[config.mk]
export PLATFORM = sky130hd
export DESIGN_NAME = windowed_jump_min_cost_core
export DESIGN_NICKNAME = d
export VERILOG_FILES = /design/src/rtl/core/wjmc_pkg.sv /design/src/rtl/core/windowed_jump_min_cost_core.sv /design/src/rtl/core/wjmc_hist.sv /design/src/rtl/core/wjmc_cost_unit.sv
export SDC_FILE = /design/constraint.sdc
export NUM_CORES = 1
export LEC_CHECK = 0
export BUFFER_PORTS_ARGS = -buffer_cell sky130_fd_sc_hd__buf_2
export CAP_MARGIN = 20
export CORE_UTILIZATION = 49
export DETAILED_ROUTE_END_ITERATION = 8
export GPL_ROUTABILITY_DRIVEN = 0
export PLACE_DENSITY = 0.72
export SLEW_MARGIN = 20
export SYNTH_ARGS = -nofsm -noshare
export SYNTH_HDL_FRONTEND = slang
export SYNTH_SLANG_ARGS = --single-unit
[constraint.sdc]
create_clock -name i_clk -period 7.7 [get_ports i_clk]
set_clock_uncertainty 0.15 [all_clocks]
set_input_delay 0.77 -clock i_clk [delete_from_list [all_inputs] [get_ports i_clk]]
set_output_delay 0.77 -clock i_clk [all_outputs]
set_load 0.005 [all_outputs]
[src/rtl/core/wjmc_pkg.sv]
// ============================================================================
// wjmc_pkg - shared definitions for the windowed jump cost core
// Default sizes, fixed port field widths and the control bundle that the
// sequencer hands to the shared cost unit.
// ============================================================================
`timescale 1ns / 1ps

package wjmc_pkg;

    // Default sizing of the history rings and datapath
    localparam int MAX_WINDOW_DEF  = 16;
    localparam int HEIGHT_BITS_DEF = 16;
    localparam int COST_BITS_DEF   = 32;

    // Fixed widths of the port fields
    localparam int HEIGHT_PORT_W = 16;
    localparam int COST_PORT_W   = 32;
    localparam int WIN_CFG_W     = 5;

    // Window size after reset
    localparam logic [WIN_CFG_W-1:0] WIN_RESET = 5'd1;

    // Sequencer to cost unit control
    typedef struct packed {
        logic clear;   // start a new minimum search
        logic valid;   // history read data is present this cycle
    } t_cu_ctl;

endpackage

[src/rtl/core/windowed_jump_min_cost_core.sv]
// ============================================================================
// windowed_jump_min_cost_core - least cost to reach each height in a stream
// Each input beat carries one height; a set first_of_sequence starts a new
// sequence. The result beat gives the least total cost to reach that
// position when one jump may go back up to window_size positions and costs
// the absolute height difference; the first position of a sequence costs 0
// and costs saturate. One item is worked at a time: o_stall stays high from
// acceptance until the result is loaded into the output register. Each item
// walks reach history entries, where reach is the smaller of window_size (clamped
// to 1..MAX_WINDOW) and the items already seen in the sequence; an item with no
// history skips the walk. The walk is paced by the single read port of the
// history rings, walked one entry per cycle into a two-stage shared
// cost/compare unit. A result waits in S_DONE only while the output side
// stalls. window_size is written over the cfg channel; the user must write it
// only while the block is idle, which the block itself does not enforce.
// ============================================================================
`timescale 1ns / 1ps

module windowed_jump_min_cost_core #(
    parameter int MAX_WINDOW  = wjmc_pkg::MAX_WINDOW_DEF,
    parameter int HEIGHT_BITS = wjmc_pkg::HEIGHT_BITS_DEF,
    parameter int COST_BITS   = wjmc_pkg::COST_BITS_DEF
) (
    input  logic                               i_clk,
    input  logic                               i_rst_n,
    // Configuration channel
    input  logic                               i_cfg_valid,
    output logic                               o_cfg_ready,
    input  logic [wjmc_pkg::WIN_CFG_W-1:0]     i_cfg_window_size,
    // Input channel
    input  logic                               i_valid,
    output logic                               o_stall,
    input  logic [wjmc_pkg::HEIGHT_PORT_W-1:0] i_height,
    input  logic                               i_first_of_sequence,
    // Output channel
    output logic                               o_valid,
    input  logic                               i_stall,
    output logic [wjmc_pkg::COST_PORT_W-1:0]   o_min_cost
);

    import wjmc_pkg::*;

    localparam int PTR_W  = (MAX_WINDOW > 1) ? $clog2(MAX_WINDOW) : 1;
    localparam int CNT_W  = $clog2(MAX_WINDOW + 1);
    localparam int WCMP_W = (CNT_W > WIN_CFG_W) ? CNT_W : WIN_CFG_W;
    localparam logic [PTR_W-1:0] PTR_LAST = PTR_W'(MAX_WINDOW - 1);
    localparam logic [CNT_W-1:0] CNT_MAX  = CNT_W'(MAX_WINDOW);

    typedef enum logic [1:0] {
        S_IDLE,
        S_RUN,
        S_DRAIN,
        S_DONE
    } t_state;

    t_state                  r_state, n_state;
    logic [WIN_CFG_W-1:0]    r_window_size;
    logic [HEIGHT_BITS-1:0]  r_height, n_height;
    logic [CNT_W-1:0]        r_seen, n_seen;
    logic [CNT_W-1:0]        r_items_seen, n_items_seen;
    logic [CNT_W-1:0]        r_left, n_left;
    logic                    r_no_hist, n_no_hist;
    logic [PTR_W-1:0]        r_wr_ptr, n_wr_ptr;
    logic [PTR_W-1:0]        r_rd_ptr, n_rd_ptr;
    logic                    r_rd_vld;
    logic                    r_o_valid, n_o_valid;
    logic [COST_PORT_W-1:0]  r_o_min_cost, n_o_min_cost;

    logic                    in_accept;
    logic                    out_free;
    logic [CNT_W-1:0]        seen_acc;
    logic [WCMP_W-1:0]       win_c;
    logic [CNT_W-1:0]        reach_acc;
    logic                    rd_en;
    logic                    wr_en;
    logic [COST_BITS-1:0]    cost;
    logic [63:0]             cost_ext;
    t_cu_ctl                 cu_ctl;
    logic                    cu_busy;
    logic [COST_BITS-1:0]    cu_min;
    logic [HEIGHT_BITS-1:0]  hist_height;
    logic [COST_BITS-1:0]    hist_cost;

    assign in_accept   = i_valid && (r_state == S_IDLE);
    assign out_free    = !r_o_valid || !i_stall;
    assign o_stall     = (r_state != S_IDLE);
    assign o_cfg_ready = 1'b1;
    assign o_valid     = r_o_valid;
    assign o_min_cost  = r_o_min_cost;

    // Window bound and reach for the incoming item
    always_comb begin
        seen_acc = i_first_of_sequence ? '0 : r_items_seen;
        win_c    = WCMP_W'(r_window_size);
        if (win_c == '0) begin
            win_c = WCMP_W'(1);
        end
        if (win_c > WCMP_W'(MAX_WINDOW)) begin
            win_c = WCMP_W'(MAX_WINDOW);
        end
        reach_acc = (WCMP_W'(seen_acc) < win_c) ? seen_acc : CNT_W'(win_c);
    end

    // Final cost, widened for its saturation to the port width
    always_comb begin
        cost     = r_no_hist ? '0 : cu_min;
        cost_ext = 64'(cost);
    end

    // Sequencer next state
    always_comb begin
        n_state      = r_state;
        n_height     = r_height;
        n_seen       = r_seen;
        n_items_seen = r_items_seen;
        n_left       = r_left;
        n_no_hist    = r_no_hist;
        n_wr_ptr     = r_wr_ptr;
        n_rd_ptr     = r_rd_ptr;
        n_o_valid    = r_o_valid && i_stall;
        n_o_min_cost = r_o_min_cost;
        rd_en        = 1'b0;
        wr_en        = 1'b0;
        case (r_state)
            S_IDLE: begin
                if (in_accept) begin
                    n_height  = HEIGHT_BITS'(i_height);
                    n_seen    = seen_acc;
                    n_left    = reach_acc;
                    n_no_hist = (reach_acc == '0);
                    n_rd_ptr  = (r_wr_ptr == '0) ? PTR_LAST : r_wr_ptr - 1'b1;
                    n_state   = (reach_acc == '0) ? S_DONE : S_RUN;
                end
            end
            S_RUN: begin
                // one history entry per cycle, newest first
                rd_en    = 1'b1;
                n_rd_ptr = (r_rd_ptr == '0) ? PTR_LAST : r_rd_ptr - 1'b1;
                n_left   = r_left - 1'b1;
                if (r_left == CNT_W'(1)) begin
                    n_state = S_DRAIN;
                end
            end
            S_DRAIN: begin
                if (!r_rd_vld && !cu_busy) begin
                    n_state = S_DONE;
                end
            end
            S_DONE: begin
                if (out_free) begin
                    wr_en        = 1'b1;
                    n_o_valid    = 1'b1;
                    n_o_min_cost = (cost_ext > 64'hFFFF_FFFF) ? '1 : cost_ext[31:0];
                    n_wr_ptr     = (r_wr_ptr == PTR_LAST) ? '0 : r_wr_ptr + 1'b1;
                    n_items_seen = (r_seen == CNT_MAX) ? CNT_MAX : r_seen + 1'b1;
                    n_state      = S_IDLE;
                end
            end
            default: begin
                n_state = S_IDLE;
            end
        endcase
    end

    // State, counters and registered outputs
    always_ff @(posedge i_clk) begin
        if (!i_rst_n) begin
            r_state       <= S_IDLE;
            r_window_size <= WIN_RESET;
            r_items_seen  <= '0;
            r_wr_ptr      <= '0;
            r_rd_vld      <= 1'b0;
            r_o_valid     <= 1'b0;
        end else begin
            r_state      <= n_state;
            r_items_seen <= n_items_seen;
            r_wr_ptr     <= n_wr_ptr;
            r_rd_vld     <= rd_en;
            r_o_valid    <= n_o_valid;
            if (i_cfg_valid) begin
                r_window_size <= i_cfg_window_size;
            end
        end
        r_height     <= n_height;
        r_seen       <= n_seen;
        r_left       <= n_left;
        r_no_hist    <= n_no_hist;
        r_rd_ptr     <= n_rd_ptr;
        r_o_min_cost <= n_o_min_cost;
    end

    // Cost unit control
    always_comb begin
        cu_ctl.clear = in_accept;
        cu_ctl.valid = r_rd_vld;
    end

    wjmc_hist #(
        .MAX_WINDOW  (MAX_WINDOW),
        .HEIGHT_BITS (HEIGHT_BITS),
        .COST_BITS   (COST_BITS),
        .PTR_W       (PTR_W)
    ) u_hist (
        .i_clk       (i_clk),
        .i_wr_en     (wr_en),
        .i_wr_addr   (r_wr_ptr),
        .i_wr_height (r_height),
        .i_wr_cost   (cost),
        .i_rd_en     (rd_en),
        .i_rd_addr   (r_rd_ptr),
        .o_rd_height (hist_height),
        .o_rd_cost   (hist_cost)
    );

    wjmc_cost_unit #(
        .HEIGHT_BITS (HEIGHT_BITS),
        .COST_BITS   (COST_BITS)
    ) u_cost_unit (
        .i_clk         (i_clk),
        .i_rst_n       (i_rst_n),
        .i_ctl         (cu_ctl),
        .i_cur_height  (r_height),
        .i_prev_height (hist_height),
        .i_prev_cost   (hist_cost),
        .o_busy        (cu_busy),
        .o_min         (cu_min)
    );

endmodule

[src/rtl/core/wjmc_hist.sv]
// ============================================================================
// wjmc_hist - height and cost history rings
// One write port and one read port; read data is registered.
// ============================================================================
`timescale 1ns / 1ps

module wjmc_hist #(
    parameter int MAX_WINDOW  = 16,
    parameter int HEIGHT_BITS = 16,
    parameter int COST_BITS   = 32,
    parameter int PTR_W       = 4
) (
    input  logic                   i_clk,
    input  logic                   i_wr_en,
    input  logic [PTR_W-1:0]       i_wr_addr,
    input  logic [HEIGHT_BITS-1:0] i_wr_height,
    input  logic [COST_BITS-1:0]   i_wr_cost,
    input  logic                   i_rd_en,
    input  logic [PTR_W-1:0]       i_rd_addr,
    output logic [HEIGHT_BITS-1:0] o_rd_height,
    output logic [COST_BITS-1:0]   o_rd_cost
);

    logic [HEIGHT_BITS-1:0] r_height_mem [MAX_WINDOW];
    logic [COST_BITS-1:0]   r_cost_mem   [MAX_WINDOW];
    logic [HEIGHT_BITS-1:0] r_rd_height;
    logic [COST_BITS-1:0]   r_rd_cost;

    // Write port
    always_ff @(posedge i_clk) begin
        if (i_wr_en) begin
            r_height_mem[i_wr_addr] <= i_wr_height;
            r_cost_mem[i_wr_addr]   <= i_wr_cost;
        end
    end

    // Registered read port
    always_ff @(posedge i_clk) begin
        if (i_rd_en) begin
            r_rd_height <= r_height_mem[i_rd_addr];
            r_rd_cost   <= r_cost_mem[i_rd_addr];
        end
    end

    assign o_rd_height = r_rd_height;
    assign o_rd_cost   = r_rd_cost;

endmodule

[src/rtl/core/wjmc_cost_unit.sv]
// ============================================================================
// wjmc_cost_unit - shared jump cost and running minimum
// Stage A forms |h - h_prev| plus the stored cost with saturation; stage B
// folds the candidate into the running minimum.
// ============================================================================
`timescale 1ns / 1ps

module wjmc_cost_unit #(
    parameter int HEIGHT_BITS = 16,
    parameter int COST_BITS   = 32
) (
    input  logic                   i_clk,
    input  logic                   i_rst_n,
    input  wjmc_pkg::t_cu_ctl      i_ctl,
    input  logic [HEIGHT_BITS-1:0] i_cur_height,
    input  logic [HEIGHT_BITS-1:0] i_prev_height,
    input  logic [COST_BITS-1:0]   i_prev_cost,
    output logic                   o_busy,
    output logic [COST_BITS-1:0]   o_min
);

    import wjmc_pkg::*;

    localparam int SUM_W = ((COST_BITS > HEIGHT_BITS) ? COST_BITS : HEIGHT_BITS) + 1;

    logic [HEIGHT_BITS-1:0] diff;
    logic [SUM_W-1:0]       sum;
    logic [COST_BITS-1:0]   cand;
    logic                   r_cand_vld;
    logic [COST_BITS-1:0]   r_cand;
    logic [COST_BITS-1:0]   r_min;

    // Stage A: absolute height difference plus saturating add
    always_comb begin
        diff = (i_cur_height >= i_prev_height) ? (i_cur_height - i_prev_height)
                                               : (i_prev_height - i_cur_height);
        sum  = SUM_W'(i_prev_cost) + SUM_W'(diff);
        cand = (sum[SUM_W-1:COST_BITS] != '0) ? '1 : sum[COST_BITS-1:0];
    end

    always_ff @(posedge i_clk) begin
        if (!i_rst_n) begin
            r_cand_vld <= 1'b0;
        end else begin
            r_cand_vld <= i_ctl.valid;
        end
    end

    always_ff @(posedge i_clk) begin
        r_cand <= cand;
    end

    // Stage B: running minimum, preset to the top of the range
    always_ff @(posedge i_clk) begin
        if (i_ctl.clear) begin
            r_min <= '1;
        end else if (r_cand_vld && (r_cand < r_min)) begin
            r_min <= r_cand;
        end
    end

    assign o_busy = r_cand_vld;
    assign o_min  = r_min;

endmodule

Word level (Yosys, flattened, before mapping)
Memories as Yosys holds them, arrays and structs flattened. A register that Yosys moved wholly into a read port is not among the register bits.
Cells that the tools add are included.

word-level totals
  flip-flop bits (word level) = 146
  bits in writable memories = 768
  output and inout port bits = 35
  memories = 2

memory list
  name                 depth  width  rd ports  clocked after Yosys merged registers in  wr ports  line             text
  u_hist.r_cost_mem    16     32     1         1                                        1         wjmc_hist.sv:25  logic [COST_BITS-1:0] r_cost_mem [MAX_WINDOW];
  u_hist.r_height_mem  16     16     1         1                                        1         wjmc_hist.sv:24  logic [HEIGHT_BITS-1:0] r_height_mem [MAX_WINDOW];

operators by class
  $add $sub $neg = 8
  order comparisons = 5
  equal/unequal tests = 10
  muxes and demuxes = 27
  reduce and logical (&&, ||, !) cells = 20

operators by type and width
  kind                  number
  $add 32x16->33        1
  $gt 32x32->1 const B  1
  $lt 32x32->1          1
  $mux 32               1
  $sub 16x16->16        2
  $mux 5                6
  $ge 16x16->1          1
  $mux 16               1
  $mux 4                4
  $logic_not 5->1       2
  $mux 2                5
  $pmux 5 s2            1
  $logic_not 4->1       2
  $ne 2x2->1 const B    4
  $pmux 2 s4            1
  $pmux 4 s2            1
  $sub 4x1->4 const B   2
  $mux 1                7
  $reduce_and 2->1      3
  $add 5x1->5 const B   1
  $eq 5x1->1 const B    1
  $eq 5x5->1 const B    1
  $gt 5x5->1 const B    1
  $lt 5x5->1            1
  11 further kinds      19

Longest topological paths before layout
  depth in word-level cells = 10
  mapped depth = 22
  depth with buffers taken out = 19

Hierarchy
From an unflattened synthesis, not the netlist that was laid out.

second synthesis, totals
  cells, all modules = 2225
  area, all modules = 39346.5 um^2

modules (own cells, without submodules)
  module                       instances  cells each  area an instance (um^2)  sequential area each (um^2)
  wjmc_hist                    1          1242        30171.4                  24503.5
  wjmc_cost_unit               1          703         5647.9                   1301.2
  windowed_jump_min_cost_core  1          280         3527.1                   2252.2

Worst setup path before layout
Ideal clock, no wire load.

  path type = in2reg
  start = input port i_stall
  end = memory u_hist.r_cost_mem[0][0], enable pin
  data arrival time = 5.785 ns
  data required time = 7.038 ns
  path slack = 1.253 ns
  stages = 6
  cells stage by stage = nand2_1 nand2_1 inv_1 clkbuf_1 nand2_1 nor3_1

on the way
  cells in the longest elaborated chain, start to end = 6

RTL lines
  element                       line                                text
  from (decl)                   windowed_jump_min_cost_core.sv:37   input logic i_stall,
  $logic_not 1->1               windowed_jump_min_cost_core.sv:85   assign out_free = !r_o_valid || !i_stall;
  $logic_or 1x1->1              windowed_jump_min_cost_core.sv:85
  $mux 1                        windowed_jump_min_cost_core.sv:150  if (out_free) begin
  $mux 1                        windowed_jump_min_cost_core.sv:124  case (r_state)
  named net u_hist.i_wr_en      wjmc_hist.sv:14                     input logic i_wr_en,
  $mux 1                        wjmc_hist.sv:31                     if (i_wr_en) begin
  $mux 1 (not written as such)  wjmc_hist.sv:33                     r_cost_mem[i_wr_addr] <= i_wr_cost;
  to (decl)                     wjmc_hist.sv:25

The timed path passes the listed nets, and every way through them passes these cells.

Worst setup path after layout
  start = register r_height[2]
  end = register u_cost_unit.r_cand[20]

on the way
  cells in the longest elaborated chain, start to end = 3
  elaborated cells between the ends (all ways) = 5
  those cells by class = add/sub: 3; order compare: 1; mux: 1

RTL lines
  element                                       line                                text
  from (decl)                                   windowed_jump_min_cost_core.sv:58   logic [HEIGHT_BITS-1:0] r_height, n_height;
  from (signal assigned)                        windowed_jump_min_cost_core.sv:184  r_height <= n_height;
  $sub 16x16->16, or another cell as far along  wjmc_cost_unit.sv:36                : (i_prev_height - i_cur_height);
  $mux 16 *                                     wjmc_cost_unit.sv:35                diff = (i_cur_height >= i_prev_height) ? (i_cur_height - i_prev_height)
  $add 32x16->33 *                              wjmc_cost_unit.sv:37                sum = SUM_W'(i_prev_cost) + SUM_W'(diff);
  to (signal assigned)                          wjmc_cost_unit.sv:50                r_cand <= cand;
  to (decl)                                     wjmc_cost_unit.sv:30                logic [COST_BITS-1:0] r_cand;

Mark *: on every way between the ends. The rest lies on a longest branch, timed or not.
A chain may end at the register's enable or synchronous reset.

==> results.sh <==
export IMPL_required_ns=8.03
export IMPL_die_w_microns=284.9
export IMPL_finalSetupTns_ns=0
export IMPL_swShare=0.3012
export IMPL_cts_tree="built"
export IMPL_timing_final_crit_share=0.7463
export IMPL_vdd_ir_drop_max_uv=359.2
export IMPL_drive_above_1_share=0.2514
export IMPL_synth_common_cells="879 x edfxtp_1, 240 x mux4_2, 96 x ha_1, 91 x inv_1, 83 x dfxtp_1"
export IMPL_p_sw_uw=4680
export IMPL_slew_headroom=0.2608
export IMPL_yosys_warnings=0
export IMPL_route_detailed_drc=0
export IMPL_instances_no_fill=3297
export IMPL_min_period_ns=5.746
export IMPL_nets=2295
export IMPL_p_leak_uw=0.01504
export IMPL_synthFlopType="edfxtp_1"
export IMPL_numCtsBuffers=94
export IMPL_yosys_area_top_type="edfxtp_1"
export IMPL_worst_slew_pin_slew_ns=1.109
export IMPL_synth_compound_area_frac=0.04386
export IMPL_clock_latency_ns=0.66
export IMPL_core_area_sq_mm=0.07913
export IMPL_io_pins=62
export IMPL_cts_buffer_depth=3
export IMPL_end_kind="flip-flop"
export IMPL_drt_vias_per_instance=6.004
export IMPL_dpl_cell_count=3122
export IMPL_overflow=0
export IMPL_pre_cts_slack_ns=1.752
export IMPL_initial_core_util=0.4957
export IMPL_pwr_share_comb=0.270
export IMPL_grt_antenna_before_repair=0
export IMPL_synth_seq_cells=962
export IMPL_syn_inst=2079
export IMPL_grt_pass1_wl_microns=125700
export IMPL_synthArstFlopShare=0
export IMPL_slew_violations=0
export IMPL_synthXorXnorAreaFrac=0.009156
export IMPL_syn_area_sq_mm=0.03922
export IMPL_fp_dieH_microns=284.9
export IMPL_syn_nets=2205
export IMPL_netlist_top_cells_area="edfxtp_1 67%, mux4_2 14%, dfxtp_1 4.2%"
export IMPL_dr_total_vias=19800
export IMPL_syn_area_per_cell_sq_um=18.87
export IMPL_yosys_area_share_adder=0.03216
export IMPL_synth_most_common_cell="edfxtp_1"
export IMPL_num_rows=103
export IMPL_dp_hpwl_microns=44260
export IMPL_multiInputGateArea_sq_mm=0.01051
export IMPL_drt_total_wl_microns=83510
export IMPL_power_density_mw_per_mm2=354.7
export IMPL_synth_top_family_by_area="multiplexers"
export IMPL_synth_top_area_share=0.6730
export IMPL_grt_usage=0.2076
export IMPL_n_antenna_cell=0
export IMPL_numClockSinks=962
export IMPL_synthToLayoutAreaGrowth_pct=11.69
export IMPL_cts_htree_levels=3
export IMPL_setup_violations=0
export IMPL_p_clk_frac=0.290
export IMPL_register_area_sq_mm=0.02806
export IMPL_fin_util=0.5536
export IMPL_crit_type="flip-flop to flip-flop"
export IMPL_nFillCells=5953
export IMPL_io_buffers=60
export IMPL_start_kind="flip-flop"
export IMPL_ys_types=72
export IMPL_first_pass_iters=5
export IMPL_p_int_uw=10860
export IMPL_max_freq_mhz=174.0
export IMPL_ctsRootBufferMaster="clkbuf_16"
export IMPL_timing_final_ws_setup_ns=1.954
export IMPL_ant_nets=0
export IMPL_rsz0062_at_grt="no"
export IMPL_synth_edf_count=879
export IMPL_cts_hold_fix_buffers=0
export IMPL_seq_power_share=0.441
export IMPL_hold_path_class="input pin to flip-flop"
export IMPL_crit_arrival_ns=6.08
export IMPL_die_area_sq_mm=0.08118
export IMPL_maxCapViolations=0
export IMPL_drt_initial_drc_count=1891
export IMPL_hold_viol=0
export IMPL_first_global_vias=20160
export IMPL_post_cts_buffers=0
export IMPL_synthMuxAreaShare=0.1422
export IMPL_grt_max_degree=93
export IMPL_clk_pin_slew_ns=0.06
export IMPL_synth_simple_area_share=0.03662
export IMPL_status="finished clean"
export IMPL_ctsResizeCount=0
export IMPL_synth_seq_area_share=0.7153
export IMPL_cp_max_fo=22
export IMPL_avgRoutedWirePerCell_microns=25.33
[layout make-up]
| cell class | count | share of cell area |
|---|---|---|
| tap | 1050 | 0.02999 |
| multi-input combinational | 925 | 0.2399 |
| clock inverter | 56 | 0.01151 |
| clock buffer | 118 | 0.05741 |
| sequential | 962 | 0.6405 |
| inverter | 93 | 0.007969 |
| timing repair buffer | 93 | 0.01280 |
[worst max-delay path, cell delays in order (launching register included)]
cell,delay (ns)
edfxtp_1,0.68
inv_1,0.10
ha_1,0.46
a21oi_1,0.14
o22ai_1,0.36
o211ai_1,0.24
a31oi_4,0.62
nor3b_1,0.10
a21oi_1,0.17
xor2_1,0.24
ha_1,0.36
a211o_1,0.29
o31ai_1,0.43
o221a_1,0.51
o21ai_1,0.13
nand2_1,0.42
nand3_1,0.17
[metal layers]
metal	vias to the layer above	track usage	wire, microns
met1	10440	0.2921	34800
met3	110	0.03056	5110
met4	0	0.04973	1555
li1	8514	-	-
met5	-	0	0
met2	729	0.3445	42040
[sequential cells by signal, summed over array words and instances (netlist names)]
register,count
o_valid,1
r_rd_vld,1
u_cost_unit.o_busy,1
r_state,2
r_wr_ptr,4
r_window_size,5
r_height,16
o_min_cost,32
u_hist.o_rd_cost,32
r_items_seen,5
r_seen,5
u_cost_unit.o_min,32
r_rd_ptr,4
u_hist.r_cost_mem,512
r_left,5
u_hist.o_rd_height,16
u_cost_unit.r_cand,32
r_no_hist,1
u_hist.r_height_mem,256
[worst paths after layout]
path,start,endpoint,slack (ns),cells after the start
worst max-delay path,r_height[2],u_cost_unit.r_cand[20],1.95,16
worst min-delay path,i_height[10],r_height[10],0.15,1
worst max register to register,r_height[2],u_cost_unit.r_cand[20],1.95,16
worst min register to register,r_rd_vld,u_cost_unit.o_busy,0.30,1
[cell usage in the layout, fill, tap and decap left out, types with 19 or more instances in the layout]
cell type and instances:
nand3_1 19, o21ai_1 21, xor2_1 23, ha_1 95, clkbuf_16 96, dfxtp_1 83
inv_1 90, mux4_2 240, buf_2 60, nor2_1 59, edfxtp_1 879, clkinv_2 20
a21o_1 21, nand2_2 30, a21oi_1 58, clkbuf_1 19, nand2_1 74, o21ai_0 22
buf_4 32, o211ai_2 31
[power groups by stage]
stage	Combinational [uW]	Clock [uW]	Sequential [uW]
floorplan	3170	0	6830
global placement	4020	0	6940
detailed placement	4170	0	6950
CTS	4200	4560	6850
global route	4620	4750	6880
finish	4190	4500	6840
[logic make-up (layout without fill, tap and decap cells)]
family | after synthesis | after routing
fa+ha+maj | 99 | 99
flops | 962 | 962
simple gates | 292 | 292
compound gates | 235 | 235
other cells | 1 | 1
buf+inv | 192 | 360
mux | 257 | 257
xor+xnor | 41 | 41
[metrics by stage]
step	hold slack, ns	power [uW]	cell area (sq um)
2_1_floorplan	0.2741	9998	39220
3_3_place_gp	0.2929	10960	40760
3_5_place_dp	0.2920	11120	40760
4_1_cts	0.1114	15610	43780
5_1_grt	0.1241	16260	43810
6_report	0.1512	15540	43810
Note: power is estimated with default switching activity, not from simulation.
